--- config.mk ---
export PLATFORM = sky130hd
export DESIGN_NAME = tmva_queue
export DESIGN_NICKNAME = d
export VERILOG_FILES = /design/src/rtl/tmva_pkg.sv /design/src/rtl/tmva_queue.sv
export VERILOG_INCLUDE_DIRS = /design/src /design/src/rtl
export SDC_FILE = /design/constraint.sdc
export NUM_CORES = 1
export LEC_CHECK = 0
export BUFFER_PORTS_ARGS = -buffer_cell sky130_fd_sc_hd__buf_2
export CAP_MARGIN = 20
export CELL_PAD_IN_SITES_DETAIL_PLACEMENT = 0
export CELL_PAD_IN_SITES_GLOBAL_PLACEMENT = 2
export CORE_MARGIN = 10
export CORE_UTILIZATION = 34
export DETAILED_ROUTE_END_ITERATION = 6
export GPL_TIMING_DRIVEN = 0
export PLACE_DENSITY = 0.57
export SYNTH_ARGS = -nofsm -noshare
export SYNTH_HDL_FRONTEND = slang
export SYNTH_SLANG_ARGS = --single-unit
export TNS_END_PERCENT = 5
--- constraint.sdc ---
create_clock -name clk -period 4.5 [get_ports clk]
set_input_delay 0.45 -clock clk [delete_from_list [all_inputs] [get_ports clk]]
set_output_delay 0.45 -clock clk [all_outputs]
set_load 0.02 [all_outputs]
--- src/rtl/triangle_mesh_volume_area_assert.svh ---
// ----------------------------------------------------------------------------
// triangle mesh volume and area assertion macros
// concurrent checks that vanish when SYNTHESIS is defined
// ----------------------------------------------------------------------------
`ifndef TRIANGLE_MESH_VOLUME_AREA_ASSERT_SVH
`define TRIANGLE_MESH_VOLUME_AREA_ASSERT_SVH

`ifndef SYNTHESIS

// condition holds at every edge out of reset
`define TMVA_CHECK(label, clk, rst, cond) \
  label: assert property (@(posedge clk) disable iff (rst) (cond)) \
    else $error("tmva check failed");

// antecedent implies consequent in the same cycle
`define TMVA_IMPLY(label, clk, rst, ante, cons) \
  label: assert property (@(posedge clk) disable iff (rst) (ante) |-> (cons)) \
    else $error("tmva implication failed");

// antecedent implies consequent in the next cycle
`define TMVA_NEXT(label, clk, rst, ante, cons) \
  label: assert property (@(posedge clk) disable iff (rst) (ante) |=> (cons)) \
    else $error("tmva next-cycle check failed");

`else

`define TMVA_CHECK(label, clk, rst, cond)
`define TMVA_IMPLY(label, clk, rst, ante, cons)
`define TMVA_NEXT(label, clk, rst, ante, cons)

`endif

`endif

--- src/rtl/tmva_pkg.sv ---
// ----------------------------------------------------------------------------
// tmva_pkg
// beat types and fixed constants of the mesh volume and area block
// ----------------------------------------------------------------------------
package tmva_pkg;

  localparam int FIELD_W = 16;
  localparam int ACC_W   = 64;
  localparam int OUT_W   = 63;

  localparam logic [OUT_W-1:0] ACC_MAX = '1;

  typedef struct packed {
    logic signed [FIELD_W-1:0] ax;
    logic signed [FIELD_W-1:0] ay;
    logic signed [FIELD_W-1:0] az;
    logic signed [FIELD_W-1:0] bx;
    logic signed [FIELD_W-1:0] by_coord;
    logic signed [FIELD_W-1:0] bz;
    logic signed [FIELD_W-1:0] cx;
    logic signed [FIELD_W-1:0] cy;
    logic signed [FIELD_W-1:0] cz;
    logic                      last_tri;
  } tmva_in_t;

  typedef struct packed {
    logic [OUT_W-1:0] volume_six;
    logic [OUT_W-1:0] area_two;
    logic             overflow;
  } tmva_out_t;

endpackage

--- src/rtl/tmva_queue.sv ---
// ----------------------------------------------------------------------------
// tmva_queue
// small fifo between the front pipeline and the root/accumulate unit
// ----------------------------------------------------------------------------
`include "triangle_mesh_volume_area_assert.svh"

module tmva_queue import tmva_pkg::*; #(
  parameter int QW    = 108,
  parameter int DEPTH = 4
) (
  input  logic          clk,
  input  logic          rst,
  input  logic          push,
  input  logic [QW-1:0] push_data,
  output logic          full,
  input  logic          pop,
  output logic          empty,
  output logic [QW-1:0] rd_data
);

  localparam int PTR = (DEPTH > 1) ? $clog2(DEPTH) : 1;
  localparam int CNT = $clog2(DEPTH + 1);

  logic [QW-1:0]  mem [DEPTH];
  logic [PTR-1:0] wr_ptr, rd_ptr;
  logic [CNT-1:0] count;

  assign full  = (count == CNT'(DEPTH));
  assign empty = (count == '0);

  always_ff @(posedge clk) begin
    if (rst) begin
      wr_ptr <= '0;
      rd_ptr <= '0;
      count  <= '0;
    end else begin
      if (push) wr_ptr <= (wr_ptr == PTR'(DEPTH - 1)) ? '0 : wr_ptr + 1'b1;
      if (pop)  rd_ptr <= (rd_ptr == PTR'(DEPTH - 1)) ? '0 : rd_ptr + 1'b1;
      if (push && !pop)      count <= count + 1'b1;
      else if (pop && !push) count <= count - 1'b1;
    end
  end

  always_ff @(posedge clk) begin
    if (push) mem[wr_ptr] <= push_data;
    if (pop)  rd_data     <= mem[rd_ptr];
  end

  `TMVA_IMPLY(a_no_overrun, clk, rst, push, !full)
  `TMVA_IMPLY(a_no_underrun, clk, rst, pop, !empty)

endmodule

Word level (Yosys, flattened, before mapping)
Memory sizes are Yosys's and may differ from the RTL's. A register that Yosys moved wholly into a read port is not among the register bits.
Index checks and enable logic that the tools add are counted.
Word-level totals
  register bits after elaboration: 7
  logic and storage cells: 23
  RAM bits: 432
  memories kept: 1
  input bits: 112
Operators by class
  multiplexer cells: 6
  equal/unequal tests: 3
  $add $sub $neg: 4
  reduce and logical (&&, ||, !) cells: 6
Memory list
  mem: depth 4, width 108, rd ports 1, clocked after Yosys merged registers in 1, write ports 1, RTL line tmva_queue.sv:24  | logic [QW-1:0] mem [DEPTH];
Operator list (count)
  $mux 3: 2
  $add 2x1->2 const B: 2
  $eq 2x2->1 const B: 2
  $mux 2: 2
  $add 3x1->3 const B: 1
  $eq 3x3->1 const B: 1
  $logic_not 3->1: 1
  $sub 3x1->3 const B: 1
  $logic_and 1x1->1: 2
  $logic_not 1->1: 2
  $mux 1: 2
  $reduce_bool 2->1: 1

Depth between registers and ports, before layout
Gate-level depths: netlist (run 1).
  word-level depth: 4
  mapped depth: 7
  depth with buffers taken out: 7

Worst setup path after synthesis (run 1)
OpenSTA, ideal clock, no wires.
  path kind: flip-flop to flip-flop
  from: register wr_ptr[0]
  to: memory mem[3][0] (enable)
  stages on the path, launching flop included: 3
  setup slack: 986 ps
  arrival: 3035 ps
  clock period less this slack: 3514 ps
  buffers on the path: 0
  path through: dfxtp_1 -> ha_1 -> and2_1
RTL lines
  start: declaration: RTL line tmva_queue.sv:25  | logic [PTR-1:0] wr_ptr, rd_ptr;
  start signal: assignment: RTL line tmva_queue.sv:37  | if (push) wr_ptr <= (wr_ptr == PTR'(DEPTH - 1)) ? '0 : wr_ptr + 1'b1;
  end: declaration: RTL line tmva_queue.sv:24
Straight into the memory's write port.

Worst setup path in the final report (run 1)
  from: register rd_ptr[1]
  to: register rd_data[98] (read register of mem) (data pin)
RTL lines
  start: declaration: RTL line tmva_queue.sv:25
  start signal: assignment: RTL line tmva_queue.sv:38  | if (pop) rd_ptr <= (rd_ptr == PTR'(DEPTH - 1)) ? '0 : rd_ptr + 1'b1;
  end: declaration: RTL line tmva_queue.sv:18  | output logic [QW-1:0] rd_data
No word-level cell between the ends.

==> flow_summary.toml, run 1 <==
[floorplan]
core_area_um2 = 56200
die_h_um = 258
start_util = 0.343
rows = 87
die-area_um2 = 66500
die_x_um = 258
ios = 222

[placed_design]
pre_cts_ws_ns = 2.24
dp_hpwl_um = 25100
place_inst = 1700
routabilityCongestion = 0.672
place_area_um2 = 21600
port_buffers = 221

[worst_setup_path]
cp.arrival_ns = 2.27
path_cells = "buf_2, buf_2, buf_4, mux4_2"
critPathMaxStageDelay_ns = 0.38
slowest_stage = "buf_2"
crit_buf_inv = 3
cpMostUsedCell = "buf_2"
critPathCaptureType = "flip-flop"
criticalPathCategory = "flip-flop to flip-flop"
critPathRequiredTime_ns = 4.84
cp-start-kind = "flip-flop"
crit_family = "buffers and inverters"
cp_max_fo = 10

[pwr]
comb_power_share = 0.071
internal_power_mw = 9.25
p_leak_nw = 7.89
powerDensity_nw_per_um2 = 500
ir_drop_mv = 0.296
power.switching_mw = 2.54
power_frac_clock = 0.421
switching_share = 0.216
power_frac_seq = 0.509

[sta]
layout_min_cycle_time_ns = 1.93
worst-slew-pin-transition_ns = 0.608
hold_viol_final = 0
maxSlewViolCount = 0
finClkSkew_ns = 0.0162
tns_ns = 0
relSlewSlack = 0.595
fin_ws_ns = 2.57
setup_viol = 0
rsz0062_at_grt = "no"
fin_crit_sh = 0.430
fmax_mhz = 517

[synth]
synth_cells = 714
synth_cell_types = 18
synth-seq-area-share = 0.850
synth_area_um2 = 19200
ys_ff_latch = 547
synth_nets = 833
syn_avg_cell_area_um2 = 26.9
yosysWarnings = 0

[global_routing]
antenna_found_initial = 6
grtUsageTotal = 0.125
grt_pass1_vias = 9137
overflow = 0
grt_pass1_wl_um = 61800
grt_max_degree = 64

[route]
drt_iter0_markers = 559
drc = 0
ant_nets = 0
vias = 8332
drt-total-wl_um = 41600
viasPerCell = 4.61
drtPass1Iterations = 4
wl_per_cell_um = 23.0

[clock_network]
post_cts_resized = 0
htreeDepth = 2
cts_setup_buffers = 0
cts-hold-fix-buffers = 0
cts_buffer_depth = 3
path_clk_slew_ns = 0.06
clock-sinks = 547
clk-insertion-delay-late_ns = 0.60
ctsRootBufferMaster = "clkbuf_16"
cts_made_buffers = 60
cts_tree = "done"

[outcome]
status = "finished, final reports clean"

[final_layout]
nFillCells = 4986
synthToLayoutAreaGrowth_pct = 22.5
n_antenna_cell = 0
nets = 1125
layout_common_cells = "edfxtp_1, buf_2, mux4_2, clkbuf_16"
instances_no_fill = 1809
final_cell_area_um2 = 23600
final_common_cell = "edfxtp_1"
layout-drive-gt1-share = 0.434

[worst_hold_path]
hold_class = "input port to flip-flop"

[job]
maxCapViolCount = 0
routing by layer:
layer / GRT usage / routed length, um / vias up
met5: 0 / 81 / -
met4: 0.0415 / 890 / 12
met3: 0.0339 / 2340 / 77
met2: 0.207 / 21000 / 186
met1: 0.155 / 17300 / 4395
li1: - / - / 3662
power by group through the flow:
stage               clock network [mW]  registers [mW]  logic (mW)
global placement                     0            6.15       0.825
detailed placement                   0            6.11       0.873
finish                            4.96            6.00       0.836
global route                      5.33            6.02       0.913
floorplan                            0            6.22       0.362
CTS                               5.13            6.01       0.874
synth_stat cells:
cell	n	area (um^2)
mux4_2	108	2430
nor3b_1	2	15.0
edfxtp_1	540	16200
nor2_1	7	26.3
inv_1	4	15.0
ha_1	6	75.1
o21ai_0	1	5.00
buf_4	2	15.0
buf_6	11	124
xor2_1	2	17.5
mux2i_1	4	40.0
nor3_1	1	5.00
a21oi_1	2	10.0
dfxtp_1	7	140
fa_1	1	20.0
buf_2	11	55.1
and2_1	4	25.0
or3_1	1	6.26
registers in the layout (all words and copies together), names as in the netlist:
name,count
count,3
mem,432
rd_data,108
rd_ptr,2
wr_ptr,2
final timing paths:
path	slack [ns]	endpoint	from	cells after the start
worst min register to register	0.52	count[2]	count[2]	2
worst min-delay path	0.06	mem[1][95]	push_data[95]	1
worst max-delay path	2.57	rd_data[98]	rd_ptr[1]	4
worst max register to register	2.57	rd_data[98]	rd_ptr[1]	4
cell type report:
class                           count  area, um^2  share of cell area
Clock inverter                     42         464              0.0197
Sequential cell                   547       16400               0.694
Clock buffer                       67        1550              0.0657
Buffer                             24         194             0.00823
Tap cell                          756         946              0.0401
Inverter                            4        15.0            0.000637
Timing Repair Buffer              230        1360              0.0577
Multi-Input combinational cell    139        2690               0.114
metrics by stage:
step | util | hold WS (ns) | total power [mW]
2_1_floorplan | - | 0.461 | 6.59
3_3_place_gp | 0.379 | 0.491 | 6.98
3_5_place_dp | 0.384 | 0.502 | 6.98
4_1_cts | 0.420 | 0.00179 | 12.0
5_1_grt | 0.420 | 0.0232 | 12.3
6_report | 0.420 | 0.0590 | 11.8
kinds of logic (layout without fill, tap and decap cells):
kind of cell,count (synthesis),after routing,share of synthesized area
flops,547,547,0.850
compound gates,3,3,0.000780
buf+inv,28,367,0.0109
fa+ha+maj,7,7,0.00494
simple gates,15,15,0.00403
mux,112,112,0.128
xor+xnor,2,2,0.000910
(Power assumes the default switching activity.)
==> run 2: changes to the inputs <==
- PLACE_DENSITY: 0.57 -> 0.59
- clock period: 4.5 -> 1.68 ns (I/O delays scaled with it)
==> run 2 against run 1 <==
  * The flow now finishes with violations (negative setup slack)
  * Sequential share of layout area fell by 3.5 points
  * Routed wire length rose by 3.1%
  * Clock power rose to 2.6 times the previous value
  * Global-route usage rose by 0.53 points
  * Power rose to 2.7 times the previous value
  * Critical path type unchanged
  * Critical endpoint is now mem[2][84]
==> flow_summary.toml, run 2 (synthesized netlist as in run 1, its figures left out) <==
[outcome]
status = "finished with violations"
violations = "negative setup slack"

[worst_setup_path]
rr_worst_depth = 5
criticalPathCategory = "flip-flop to flip-flop"
cp-start-kind = "flip-flop"
critPathRequiredTime_ns = 1.95
critPathCaptureType = "flip-flop"
slowest_stage = "dfxtp_4"
r2r-end = "mem[2][84]"
worstReg2RegStart = "wr_ptr[0]"
path_cells = "inv_2, ha_2, and2_4, buf_16, buf_16"
crit_family = "buffers and inverters"
cp_max_fo = 37
crit_buf_inv = 3
rrSetupSlack_ns = -0.02
critPathMaxStageDelay_ns = 0.36
cpMostUsedCell = "buf_16"
cp.arrival_ns = 1.97

[final_layout]
layout_common_cells = "edfxtp_1, buf_2, dlygate4sd3_1, mux4_2, clkbuf_16"
largest_register_ffs = 432
largestRegisters = "mem (432), rd_data (108), count (3)"
final_cell_area_um2 = 24800
instances_no_fill = 1931
postLayoutCoreUtil = 0.442
largest_register = "mem"
n_antenna_cell = 0
layout-drive-gt1-share = 0.403
synthToLayoutAreaGrowth_pct = 29.0
nets = 1245
final_common_cell = "edfxtp_1"
nFillCells = 4905

[job]
maxCapViolCount = 0

[sta]
worst-slew-pin-transition_ns = 0.701
relSlewSlack = 0.533
fin_ws_ns = -0.0197
hold_viol_final = 0
hold_slack_ns = 0.0149
setup_viol = 64
maxSlewViolCount = 0
fmax_mhz = 588
layout_min_cycle_time_ns = 1.70
finClkSkew_ns = 0.0166
fin_crit_sh = 1.01
rsz0062_at_grt = "yes"
tns_ns = -0.778

[placed_design]
place_area_um2 = 21600
port_buffers = 221
routabilityCongestion = 0.681
dp_hpwl_um = 24600
pre_cts_ws_ns = -0.721
place_inst = 1700

[global_routing]
antenna_found_initial = 6
overflow = 0
grtUsageTotal = 0.130
grt_pass1_wl_um = 64300
grt_pass1_vias = 9858
grt_max_degree = 72

[worst_hold_path]
hold_end = "rd_data[59]"
hold_depth = 1
hold_class = "input port to flip-flop"
min_from = "pop"

[route]
drtPass1Iterations = 5
viasPerCell = 4.56
drc = 0
ant_nets = 0
drt_iter0_markers = 473
wl_per_cell_um = 22.2
drt-total-wl_um = 42900
vias = 8802

[clock_network]
cts_made_buffers = 59
path_clk_slew_ns = 0.06
cts_buffer_depth = 3
clock-sinks = 547
htreeDepth = 2
clk-insertion-delay-late_ns = 0.60
ctsRootBufferMaster = "clkbuf_16"
cts_tree = "done"

[floorplan]
core_area_um2 = 56200
die-area_um2 = 66500
die_h_um = 258
rows = 87
die_x_um = 258
start_util = 0.343
ios = 222

[pwr]
p_leak_nw = 8.43
powerDensity_nw_per_um2 = 1270
p_total_mw = 31.5
ir_drop_mv = 0.825
## run 2: power by group
part / internal [mW] / leakage (nW) / switching, mW
Clock: 7.67 / 0.958 / 5.21
Combinational: 1.16 / 2.39 / 1.43
Sequential: 15.9 / 5.08 / 0.195
Total: 24.7 / 8.43 / 6.84
## run 2: final cells by class
type	instances	area [um^2]	share of cell area
repair buffers	345	2560	0.103
clock buffers	69	1560	0.0627
plain buffers	24	255	0.0103
clock inverters	41	383	0.0154
well taps	756	946	0.0381
flip-flops and latches	547	16400	0.659
inverters	4	15.0	0.000605
multi-input cells	145	2740	0.110
## run 2: what timing repair did
action	CTS	global route
setup endpoints to repair	466	228
hold endpoints to repair	439	0
gates resized for setup	19	10
buffers inserted	4	0
hold buffers	109	0
cloned	8	0
## run 2: routing by layer
metal / global-route usage / up-vias / share of wire
li1: - / 3909 / -
met1: 0.174 / 4606 / 0.44
met2: 0.206 / 211 / 0.47
met3: 0.0370 / 64 / 0.063
met4: 0.0343 / 12 / 0.018
met5: 0 / - / 0.0015
## run 2: how the worst max path moves through the flow
stage                     startpoint    endpoint  cells after the start  slack, ns
final                      wr_ptr[0]  mem[2][84]                      5      -0.02
after global routing       wr_ptr[0]  mem[2][84]                      5      -0.09
after detailed placement         pop    count[2]                      9      -0.72
after CTS                  wr_ptr[0]  mem[2][82]                      5      -0.09
after floorplan            wr_ptr[1]   mem[3][0]                      2      -0.06
after global placement           pop    count[2]                      8      -2.45
